### src/hw/rtl/sbf_pkg.sv
package sbf_pkg;

  localparam logic [7:0] START_BYTE = 8'h0F;
  localparam int PAYLOAD_LEN = 22;
  localparam int PAYLOAD_W = PAYLOAD_LEN * 8;
  localparam int COUNT_W = 5;
  localparam logic [7:0] FLAG_MASK = 8'h0C;
  localparam logic [7:0] FLAG_BAD_A = 8'h04;
  localparam logic [7:0] FLAG_BAD_B = 8'h0C;
  localparam logic [7:0] END_BYTE_A = 8'h04;
  localparam logic [7:0] END_BYTE_B = 8'h14;
  localparam logic [7:0] END_BYTE_C = 8'h24;
  localparam logic [7:0] END_BYTE_D = 8'h34;
  localparam int CHAN_W = 11;
  localparam int NUM_CHANNELS = 16;
  localparam int INDEX_W = 4;

  typedef enum logic [2:0] {
    ST_WAIT,
    ST_PAYLOAD,
    ST_FLAGS,
    ST_END,
    ST_EMIT
  } state_t;

  typedef struct packed {
    logic clr_count;
    logic load_byte;
    logic load_flags;
    logic shift_out;
  } dp_cmd_t;

  typedef struct packed {
    logic start_hit;
    logic count_last;
    logic end_ok;
    logic flags_ok;
    logic last_chan;
  } dp_stat_t;

  function automatic logic end_byte_ok(input logic [7:0] b);
    return (b == END_BYTE_A) || (b == END_BYTE_B) || (b == END_BYTE_C) || (b == END_BYTE_D);
  endfunction

  function automatic logic flags_good(input logic [7:0] f);
    logic [7:0] m;
    m = f & FLAG_MASK;
    return (m != FLAG_BAD_A) && (m != FLAG_BAD_B);
  endfunction

endpackage

### src/hw/rtl/sbf_rx_if.sv
interface sbf_rx_if;
  logic       valid;
  logic       ready;
  logic [7:0] rx_byte;

  modport source (output valid, output rx_byte, input ready);
  modport sink (input valid, input rx_byte, output ready);
endinterface

### src/hw/rtl/sbf_chan_if.sv
interface sbf_chan_if;
  logic                        valid;
  logic                        ready;
  logic [sbf_pkg::INDEX_W-1:0] channel_index;
  logic [sbf_pkg::CHAN_W-1:0]  channel_value;
  logic [7:0]                  frame_flags;
  logic                        last_channel;

  modport source (output valid, output channel_index, output channel_value,
                  output frame_flags, output last_channel, input ready);
  modport sink (input valid, input channel_index, input channel_value,
                input frame_flags, input last_channel, output ready);
endinterface

### src/hw/rtl/sbf_ctrl.sv
module sbf_ctrl (
  input  logic             clk,
  input  logic             rst,
  input  logic             rx_valid,
  input  logic             chan_ready,
  input  sbf_pkg::dp_stat_t stat,
  output logic             rx_ready,
  output logic             chan_valid,
  output sbf_pkg::dp_cmd_t cmd
);

  sbf_pkg::state_t state;
  sbf_pkg::state_t state_next;
  logic rx_fire;
  logic chan_fire;

  assign rx_ready   = (state != sbf_pkg::ST_EMIT);
  assign chan_valid = (state == sbf_pkg::ST_EMIT);
  assign rx_fire    = rx_valid && rx_ready;
  assign chan_fire  = chan_valid && chan_ready;

  always_ff @(posedge clk) begin
    if (rst) begin
      state <= sbf_pkg::ST_WAIT;
    end else begin
      state <= state_next;
    end
  end

  always_comb begin
    state_next = state;
    case (state)
      sbf_pkg::ST_WAIT: begin
        if (rx_fire && stat.start_hit) state_next = sbf_pkg::ST_PAYLOAD;
      end
      sbf_pkg::ST_PAYLOAD: begin
        if (rx_fire && stat.count_last) state_next = sbf_pkg::ST_FLAGS;
      end
      sbf_pkg::ST_FLAGS: begin
        if (rx_fire) state_next = sbf_pkg::ST_END;
      end
      sbf_pkg::ST_END: begin
        if (rx_fire) begin
          state_next = (stat.end_ok && stat.flags_ok) ? sbf_pkg::ST_EMIT : sbf_pkg::ST_WAIT;
        end
      end
      sbf_pkg::ST_EMIT: begin
        if (chan_fire && stat.last_chan) state_next = sbf_pkg::ST_WAIT;
      end
      default: state_next = sbf_pkg::ST_WAIT;
    endcase
  end

  always_comb begin
    cmd.clr_count  = 1'b0;
    cmd.load_byte  = 1'b0;
    cmd.load_flags = 1'b0;
    cmd.shift_out  = 1'b0;
    case (state)
      sbf_pkg::ST_WAIT:    cmd.clr_count  = rx_fire && stat.start_hit;
      sbf_pkg::ST_PAYLOAD: cmd.load_byte  = rx_fire;
      sbf_pkg::ST_FLAGS:   cmd.load_flags = rx_fire;
      sbf_pkg::ST_END:     cmd.clr_count  = 1'b0;
      sbf_pkg::ST_EMIT:    cmd.shift_out  = chan_fire;
      default:             cmd.clr_count  = 1'b0;
    endcase
  end

endmodule

### src/hw/rtl/sbf_dpath.sv
module sbf_dpath (
  input  logic                        clk,
  input  logic                        rst,
  input  logic [7:0]                  rx_byte,
  input  sbf_pkg::dp_cmd_t            cmd,
  output sbf_pkg::dp_stat_t           stat,
  output logic [sbf_pkg::INDEX_W-1:0] channel_index,
  output logic [sbf_pkg::CHAN_W-1:0]  channel_value,
  output logic [7:0]                  frame_flags,
  output logic                        last_channel
);

  // Payload shift line: bytes enter at the top, so byte 0 ends at the bottom
  // and channel k sits at bits 11k..11k+10 once the frame is in.
  logic [sbf_pkg::PAYLOAD_W-1:0] payload_sr;
  logic [sbf_pkg::COUNT_W-1:0]   byte_count;
  logic [7:0]                    flag_byte;
  logic [sbf_pkg::INDEX_W-1:0]   emit_index;

  always_ff @(posedge clk) begin
    if (cmd.load_byte) begin
      payload_sr <= {rx_byte, payload_sr[sbf_pkg::PAYLOAD_W-1:8]};
    end else if (cmd.shift_out) begin
      payload_sr <= {{sbf_pkg::CHAN_W{1'b0}}, payload_sr[sbf_pkg::PAYLOAD_W-1:sbf_pkg::CHAN_W]};
    end
  end

  always_ff @(posedge clk) begin
    if (rst) begin
      byte_count <= '0;
      flag_byte  <= '0;
      emit_index <= '0;
    end else begin
      if (cmd.clr_count) begin
        byte_count <= '0;
      end else if (cmd.load_byte) begin
        byte_count <= byte_count + 1'b1;
      end
      if (cmd.load_flags) flag_byte <= rx_byte;
      // Wraps back to channel 0 after the last beat.
      if (cmd.shift_out) emit_index <= emit_index + 1'b1;
    end
  end

  assign stat.start_hit  = (rx_byte == sbf_pkg::START_BYTE);
  assign stat.count_last = (byte_count == sbf_pkg::COUNT_W'(sbf_pkg::PAYLOAD_LEN - 1));
  assign stat.end_ok     = sbf_pkg::end_byte_ok(rx_byte);
  assign stat.flags_ok   = sbf_pkg::flags_good(flag_byte);
  assign stat.last_chan  = (emit_index == sbf_pkg::INDEX_W'(sbf_pkg::NUM_CHANNELS - 1));

  assign channel_index = emit_index;
  assign channel_value = payload_sr[sbf_pkg::CHAN_W-1:0];
  assign frame_flags   = flag_byte;
  assign last_channel  = stat.last_chan;

endmodule

### src/hw/rtl/sbus_frame_decoder.sv
// SBUS frame decoder. Takes one received serial byte per beat on rx, hunts
// for the start byte 0x0F, stores the 22 payload bytes that follow, then the
// flags byte, then checks the end byte. A frame is kept when the end byte is
// 0x04, 0x14, 0x24 or 0x34 and flags bit 2 is clear; any other frame is
// dropped without a trace, and a start byte value inside a frame is plain
// data (no resync). A kept frame goes out on channels as a run of 16 beats,
// channel 0 first, each carrying the 11-bit channel unpacked little-endian
// from the payload, the frame's flags byte, and last_channel on channel 15.
// The rx side is ready whenever no output run is going on. The end byte of a
// kept frame starts the run; rx stays low until the 16th beat has been taken,
// and the run stalls while channels.ready is low. The run is paced by the
// single payload shift register, which moves 11 bits per beat taken.
module sbus_frame_decoder (
  input  logic           clk,
  input  logic           rst,
  sbf_rx_if.sink         rx,
  sbf_chan_if.source     channels
);

  sbf_pkg::dp_cmd_t  cmd;
  sbf_pkg::dp_stat_t stat;

  // Sequence the frame: hunt, payload, flags, end byte, emit.
  sbf_ctrl u_ctrl (
    .clk        (clk),
    .rst        (rst),
    .rx_valid   (rx.valid),
    .chan_ready (channels.ready),
    .stat       (stat),
    .rx_ready   (rx.ready),
    .chan_valid (channels.valid),
    .cmd        (cmd)
  );

  // Hold the payload, counters and flags; drive the output beat.
  sbf_dpath u_dpath (
    .clk           (clk),
    .rst           (rst),
    .rx_byte       (rx.rx_byte),
    .cmd           (cmd),
    .stat          (stat),
    .channel_index (channels.channel_index),
    .channel_value (channels.channel_value),
    .frame_flags   (channels.frame_flags),
    .last_channel  (channels.last_channel)
  );

endmodule

### src/flat_wrapper.sv
// flat-port wrapper written by rule: the top's interface ports become plain ports
module sbus_frame_decoder_flat 
  (clk, rst, rx_valid, rx_rx_byte, rx_ready, channels_valid, channels_channel_index, channels_channel_value, channels_frame_flags, channels_last_channel, channels_ready);
  sbf_rx_if rx_i ();
  sbf_chan_if channels_i ();
  input  logic clk;
  input  logic rst;
  input wire logic [$bits(rx_i.valid)-1:0] rx_valid;
  input wire logic [$bits(rx_i.rx_byte)-1:0] rx_rx_byte;
  output wire logic [$bits(rx_i.ready)-1:0] rx_ready;
  output wire logic [$bits(channels_i.valid)-1:0] channels_valid;
  output wire logic [$bits(channels_i.channel_index)-1:0] channels_channel_index;
  output wire logic [$bits(channels_i.channel_value)-1:0] channels_channel_value;
  output wire logic [$bits(channels_i.frame_flags)-1:0] channels_frame_flags;
  output wire logic [$bits(channels_i.last_channel)-1:0] channels_last_channel;
  input wire logic [$bits(channels_i.ready)-1:0] channels_ready;
  assign rx_i.valid = rx_valid;
  assign rx_i.rx_byte = rx_rx_byte;
  assign rx_ready = rx_i.ready;
  assign channels_valid = channels_i.valid;
  assign channels_channel_index = channels_i.channel_index;
  assign channels_channel_value = channels_i.channel_value;
  assign channels_frame_flags = channels_i.frame_flags;
  assign channels_last_channel = channels_i.last_channel;
  assign channels_i.ready = channels_ready;
  sbus_frame_decoder u_core (.clk(clk), .rst(rst), .rx(rx_i), .channels(channels_i));
endmodule
### config.mk
export PLATFORM = sky130hd
export DESIGN_NAME = sbus_frame_decoder_flat
export DESIGN_NICKNAME = d
export VERILOG_FILES = /design/src/hw/rtl/sbf_pkg.sv /design/src/hw/rtl/sbf_rx_if.sv /design/src/hw/rtl/sbf_chan_if.sv /design/src/hw/rtl/sbf_ctrl.sv /design/src/hw/rtl/sbf_dpath.sv /design/src/hw/rtl/sbus_frame_decoder.sv /design/src/flat_wrapper.sv
export SDC_FILE = /design/constraint.sdc
export NUM_CORES = 1
export LEC_CHECK = 0
export ABC_AREA = 1
export BUFFER_PORTS_ARGS = -buffer_cell sky130_fd_sc_hd__buf_2
export CAP_MARGIN = 20
export CORE_UTILIZATION = 50
export DETAILED_ROUTE_END_ITERATION = 12
export GPL_ROUTABILITY_DRIVEN = 0
export MAX_ROUTING_LAYER = met4
export PLACE_DENSITY = 0.67
export SYNTH_ARGS = -nofsm -noshare
export SYNTH_HDL_FRONTEND = slang
export SYNTH_SLANG_ARGS = --single-unit
### constraint.sdc
create_clock -name clk -period 7.9 [get_ports clk]
set_input_delay 1.58 -clock clk [delete_from_list [all_inputs] [get_ports clk]]
set_output_delay 1.58 -clock clk [all_outputs]
set_load 0.05 [all_outputs]
Yosys cells after proc, flatten, opt, wreduce, memory -nomap -nowiden --
Index checks and enable logic that the tools add are counted.
Word-level totals: bits in registers 196, logic and storage cells 53, output and inout port bits 26, input port bits 12
Cells by class: reductions and logical operators 14, add/sub/neg operators 2, equal/unequal tests 19, multiplexer cells 13
Operators with widths (number):
- two-way mux 176 bit | 2
- two-way mux 3 bit | 6
- equality test 8 x 6 -> 1 bit, second input constant | 2
- case mux 3 bit (5 select lines) | 1
- != test 2 bit, second input constant | 5
- equality test 8 x 3 -> 1 bit, second input constant | 1
- equality test 8 x 4 -> 1 bit, second input constant | 1
- equality test 8 x 5 -> 1 bit, second input constant | 1
- logical AND 1 bit | 7
- equality test 3 x 2 -> 1 bit, second input constant | 2
- adder 5 x 1 -> 5 bit, second input constant | 1
- equality test 5 bit, second input constant | 1
- AND reduction 5 bit | 1
- adder 4 x 1 -> 4 bit, second input constant | 1
- equality test 4 bit, second input constant | 1
- two-way mux 1 bit | 4
- != test 2 x 1 -> 1 bit, second input constant | 2
- equality test 3 x 1 -> 1 bit, second input constant | 1
- equality test 3 bit, second input constant | 1
- logical NOT 3 bit | 1
- logical OR 1 bit | 3
- != test 3 bit, second input constant | 1
- nonzero test 2 bit | 1
- OR reduction 2 bit | 1

Depth between registers and ports, before layout --
Gate-level depths: netlist of run 1.
depth in word-level cells 8, gate-level depth with buffers 10, mapped depth without buffers 10

Cells and area by module --
A second synthesis of run 1 with hierarchy kept.
Unflattened totals: cell total of the unflattened synthesis 810, area, all modules 8465.6 µm²
Modules (own cells, without submodules):
- sbf_dpath | cells an instance 766, instances 1, seq. area each 5625.4 µm², area each 8210.4 µm²
- sbf_ctrl | cells an instance 44, instances 1, seq. area each 60.1 µm², area each 255.2 µm²

Worst setup path before layout of run 1 --
Ideal clock, no wire load.
kind input-to-reg, start point input port rx_valid, end point register u_core.u_dpath.payload_sr[0] in the netlist's numbering, enable pin, data arrival time 5.912 ns, buffers on the path 2, data required time 7.357 ns, setup slack 1.445 ns, setup time 0.543 ns, cell stages on the path 6, cells stage by stage inv_1 > nor2_2 > inv_2 > buf_2 > buf_2 > nand2_1
Between the ends: cells in the longest elaborated chain, start to end 3
Ends and longest elaborated chain:
- start: declaration | line flat_wrapper.sv:8 | input wire logic [$bits(rx_i.valid)-1:0] rx_valid;
- logical AND 1 bit | line sbf_ctrl.sv:19 | assign rx_fire = rx_valid && rx_ready;
- two-way mux 1 bit | line sbf_ctrl.sv:59 | case (state)
- nonzero test 2 bit (no source line)
- end signal: assignment | line sbf_dpath.sv:22 | payload_sr <= {rx_byte, payload_sr[sbf_pkg::PAYLOAD_W-1:8]};
- end signal: assignment | line sbf_dpath.sv:24 | payload_sr <= {{sbf_pkg::CHAN_W{1'b0}}, payload_sr[sbf_pkg::PAYLOAD_W-1:sbf_pkg::CHAN_W]};
- end: declaration | line sbf_dpath.sv:15 | logic [sbf_pkg::PAYLOAD_W-1:0] payload_sr;
Every way passes these cells. A chain may end at the register's enable or synchronous reset.

Worst setup path after layout of run 1 --
start point input port rx_valid, end point register u_core.u_dpath.payload_sr[138] in the netlist's numbering, enable pin
The elaborated chain is that of the path after synthesis.

==> results of run 1 <==
-- cell usage in the layout (no fill, tap or decap), drive strengths merged --
cell type and n:
dfxtp 20, nor2 31, clkinv 8, or2 1, o21ai 41, buf 41
nand3 8, ha 3, nand4 5, clkbuf 19, a21oi 17, xnor2 2
nor3 3, nor3b 1, inv 56, edfxtp 176, nand2 463
-- flip-flops by register name, summed over array words and instances (netlist names) --
register                      cells
u_core.u_ctrl.state               3
u_core.u_dpath.payload_sr       176
u_core.u_dpath.byte_count         5
u_core.u_dpath.channel_index      4
u_core.u_dpath.frame_flags        8
-- power breakdown --
| group | leakage, uW | internal (uW) | total, uW | switching [uW] |
|---|---|---|---|---|
| registers | 0.00178 | 1520 | 1630 | 105 |
| logic | 0.00181 | 177 | 711 | 534 |
| clock network | 0.000289 | 444 | 827 | 383 |
| total | 0.00387 | 2140 | 3160 | 1020 |
-- kinds of logic after synthesis --
| logic type | synth area share, % |
|---|---|
| simple gates | 23.0 |
| flops | 66.6 |
| buf+inv | 6.33 |
| compound gates | 3.40 |
| fa+ha+maj | 0.440 |
| xor+xnor | 0.205 |
-- worst register-to-register path: stages, from the launching register on --
cell and delay, ps:
dfxtp_1 400, inv_2 70, nor3_2 170, inv_2 90, nor2_4 70, buf_4 660
inv_4 540, nand2_4 190, buf_12 650
-- per-stage QoR --
step	utilization (%)	std cells	area [um^2]	setup slack (ps)
detailed placement	52.3	1083	8710	3470
finish	55.7	1115	9280	3910
global route	55.7	1115	9280	3630
floorplan	-	873	8540	1450
CTS	55.7	1115	9280	3920
global placement	52.3	1083	8710	3470
-- worst max-delay path by stage --
stage                                           endpoint  slack, ps  cells after the start
after floorplan             u_core.u_dpath.payload_sr[0]       1450                      6
after global placement    u_core.u_dpath.payload_sr[152]       3470                      7
after detailed placement  u_core.u_dpath.payload_sr[152]       3470                      7
after CTS                 u_core.u_dpath.payload_sr[130]       3920                      7
after global routing      u_core.u_dpath.payload_sr[148]       3630                      7
final                     u_core.u_dpath.payload_sr[138]       3910                      7
-- layer usage --
| layer | share of wire, % | vias to the layer above | global-route usage (%) |
|---|---|---|---|
| met1 | 46 | 2552 | 21.2 |
| met4 | 0.92 | 0 | 5.11 |
| met3 | 3.3 | 12 | 4.83 |
| met5 | 0 | - | - |
| met2 | 50 | 53 | 27.2 |
| li1 | - | 2818 | - |
-- cell type report --
type                    instances  area (um^2)  share of cell area [%]
flip-flops and latches        196         5690                    61.3
multi-input cells             575         2320                    25.1
clock buffers                  19          475                    5.13
well taps                     220          275                    2.97
repair buffers                 41          228                    2.45
inverters                      51          194                    2.09
clock inverters                13         93.8                    1.01
==> metrics, run 1 <==
CP bufs+invs 5; Max clock buf depth 2; Synthesized Nets 888; antenna cells 0; post-CTS resize count 0; cell count after synthesis 873; Clock Tree Root clkbuf_16; largest cells by area after synthesis edfxtp_1, nand2_1, dfxtp_1, o21ai_0, inv_1; H-tree depth 4; final net count 897; RSZ-0062 raised after global routing false; Final setup viols 0; count of flip-flops with a built-in enable after synthesis 176; Hold Path Depth 2; Post-Route WL 13600 um; final setup TNS 0 ps; port bufs 37; routed vias 5435; 1st-pass router iterations 5; worst relative slew slack 38.1%; total of max-cap violations 0; slew of the pin with the lowest slew margin 929 ps; share of layout cells above drive strength 1 9.05%; synthesized area 0.00854 mm^2; largest net degree at the start of global routing 177; Seq/Total Area, Yosys 66.6%; Crit. End Element flip-flop; synth cell count leaders nand2_1, edfxtp_1, inv_1; Fmax 251 MHz; Crit Path Max Fanout 176; Initial Util 51.3%; Arrival @ worst endpoint 4040 ps; final worst path period share 50.5%; leading area contributor after synthesis edfxtp_1; Fin. Hold Viols 0; FF-to-FF Start u_core.u_ctrl.state[0]; TritonCTS clock tree built; CTS clock-pin slew for the worst setup and hold paths 70 ps; Core Rows 47; class of the most critical setup path in2reg; pwr/cell area 341 mW/mm^2; Die H 133 um; hpwl dp 7800 um; total CTS buffers 17; status finished clean; Die Wd 133 um; IO Pins 38; count leader, synth nand2_1; R2R Setup Slk 4550 ps; VDD IR max 238 uV; synthesis-stage register bit count 196; Hold EP u_core.u_dpath.frame_flags[1]; Largest stage delay, worst path 660 ps; Design Power 3160 uW; leakage 0.00387 uW; min-delay worst type reg2reg; Post-CTS Setup Inserts 0; Worst EP required 7950 ps; GRT Total Usage 17.0%; synthesized area per cell 9.78 um^2; Num Clock Sinks 196; initial antenna violation count 0; FILL cells 1410; Yosys top cell area share 61.9%; Slew Limit Fails 0; first-pass GRT wire length 23200 um; Worst Hold Launch u_core.u_dpath.frame_flags[1]; post-synth cell types 22; core area 0.0166 mm^2; clk_lat worst skew 430 ps; DR WL/cell 12.2 um; clk_skew 6.15 ps; worst-path cell chain buf_2 -> inv_1 -> nor2_4 -> buf_4 -> inv_4 -> nand2_4 -> buf_12; FFs w/ async S/R, synth 0%; vias in the first global route 5075; die area 0.0176 mm^2; worst hold margin 443 ps; DR DRC count 0; Congestion Overflow GR 0; Yosys Warn Count 0; family with the most delay on the worst path buffers and inverters; violation count after the first detailed-route iteration 458; r2r worst-path depth 8; minimum clock period after layout 3990 ps; post-cts hold buffer count 0; ys flop type edfxtp_1; ANT nets after route 0; reg-to-reg critical path endpoint u_core.u_dpath.payload_sr[138]; CP startpoint rx_valid; Area growth syn-to-layout 8.65%; Critical-path top delay cell buf_4; routed vias/inst 4.87; crit start category input port
Power figures use the tool's default switching activity.
==> run 2, diff against run 1 <==
- PLACE_DENSITY: 0.67 -> 0.69
- clock period: 7.9 -> 3.5 ns (I/O delays scaled with it)
==> run 2 against run 1 <==
Effect of this change: critical endpoint is now channels_last_channel; sequential share of layout area is 0.61 points lower; clock skew is 2.4 ps higher; register-to-register slack worse by 3300 ps; non-clock buffer count is 1 higher; sequential power is 120% higher; global-route usage is 0.51 points lower; count of clock-buffer cells in the layout is 3 higher; power is 130% higher; worst hold slack worse by 3.7 ps; sequential cell count stayed put; combinational power is 130% higher; final cell count hardly changed.
==> metrics, run 2 (synthesis results as in run 1) <==
final setup TNS 0 ps; die area 0.0176 mm^2; routed vias/inst 4.86; reg-to-reg critical path endpoint u_core.u_dpath.payload_sr[38]; Congestion Overflow GR 0; CP startpoint u_core.u_dpath.channel_index[1]; Die H 133 um; crit start category flip-flop; Core Rows 47; Fmax 449 MHz; clk_skew 8.54 ps; Hold EP u_core.u_dpath.frame_flags[0]; CTS clock-pin slew for the worst setup and hold paths 70 ps; slew of the pin with the lowest slew margin 712 ps; Crit. End Element output port; IO Pins 38; area occupied by multi-input gates 0.00233 mm^2; minimum clock period after layout 2230 ps; share of layout cells above drive strength 1 9.04%; Placement Setup Slack 1030 ps; Worst Hold Launch u_core.u_dpath.frame_flags[0]; worst relative slew slack 52.6%; Post-CTS Setup Inserts 0; Hold Path Depth 2; port bufs 37; pwr/cell area 779 mW/mm^2; hpwl dp 7590 um; DR WL/cell 12.1 um; max FFs per register 176; VDD IR max 401 uV; Fin. Hold Viols 0; 1st-pass router iterations 5; Die Wd 133 um; antenna cells 0; TritonCTS clock tree built; core area 0.0166 mm^2; ANT nets after route 0; Num Clock Sinks 196; min-delay worst type reg2reg; Max clock buf depth 2; final worst path period share 63.6%; placed cells 1084; H-tree depth 4; Crit Path Max Fanout 4; initial antenna violation count 0; Reg area 0.00569 mm^2; class of the most critical setup path reg2out; status finished clean; vias in the first global route 4843; first-pass GRT wire length 22700 um; Arrival @ worst endpoint 1530 ps; final net count 898; Slew Limit Fails 0; clk_lat worst skew 420 ps; Critical-path top delay cell dfxtp_1; total CTS buffers 17; DR DRC count 0; Largest stage delay, worst path 390 ps; commonest non-fill, non-tap cell in the layout nand2_1; post-cts hold buffer count 0; violation count after the first detailed-route iteration 633; Post-Route WL 13500 um; final core utilization 56.3%; Clock Tree Root clkbuf_16; FF-to-FF Start u_core.u_ctrl.state[1]; Final Non-Filler Cells 1116; Area growth syn-to-layout 9.73%; most frequent cells in the layout nand2_1, edfxtp_1, inv_1; r2r worst-path depth 6; worst-path cell chain ha_1 -> inv_1 -> nor3_1 -> buf_2; CP bufs+invs 2; post-CTS resize count 0; Top reg by flops u_core.u_dpath.payload_sr; Worst EP required 2800 ps; RSZ-0062 raised after global routing false; Initial Util 51.3%; FILL cells 1427; routed vias 5429; largest net degree at the start of global routing 179; total of max-cap violations 0; final worst slack 1270 ps; family with the most delay on the worst path flip-flops; leakage 0.00391 uW; R2R Setup Slk 1280 ps; GRT Total Usage 16.5%; Final setup viols 0
[run 2: how the worst max path moves through the flow]
stage / to / slack, ps / cells past startpoint
floorplan: u_core.u_dpath.payload_sr[0] / 610 / 6
global placement: u_core.u_dpath.payload_sr[4] / 1080 / 6
detailed placement: u_core.u_dpath.payload_sr[26] / 1030 / 6
CTS: channels_last_channel / 1260 / 4
global route: u_core.u_dpath.payload_sr[12] / 1070 / 6
finish: channels_last_channel / 1270 / 4
[run 2: worst min-delay path: stages, from the launching register on]
cell     delay [ps]
dfxtp_1         310
inv_1            40
a21oi_1          50
[run 2: power by group]
group	switching [uW]	leakage [uW]	internal, uW	total [uW]
sequential	239	0.00178	3420	3660
combinational	1210	0.00183	423	1640
clock	824	0.000307	1180	2000
[run 2: area by class of cell]
class,count,share of cell area (%)
sequential,196,60.7
multi-input combinational,575,24.9
clock buffer,22,5.41
tap,220,2.94
timing repair buffer,42,2.78
inverter,51,2.07
clock inverter,10,1.22
[run 2: stage by stage]
step,area (um^2),hold WS (ps),power [uW]
3_5_place_dp,8750,433,5360
5_1_grt,9370,445,7720
4_1_cts,9370,438,7370
2_1_floorplan,8550,463,5050
6_report,9370,439,7300
3_3_place_gp,8750,431,5340
[run 2: metal layers]
layer,global-route usage [%],vias to the layer above,share of wire [%]
met5,-,-,0
met1,21.9,2528,47
met2,25.6,74,49
li1,-,2816,-
met3,3.22,11,2.8
met4,5.75,0,1.2
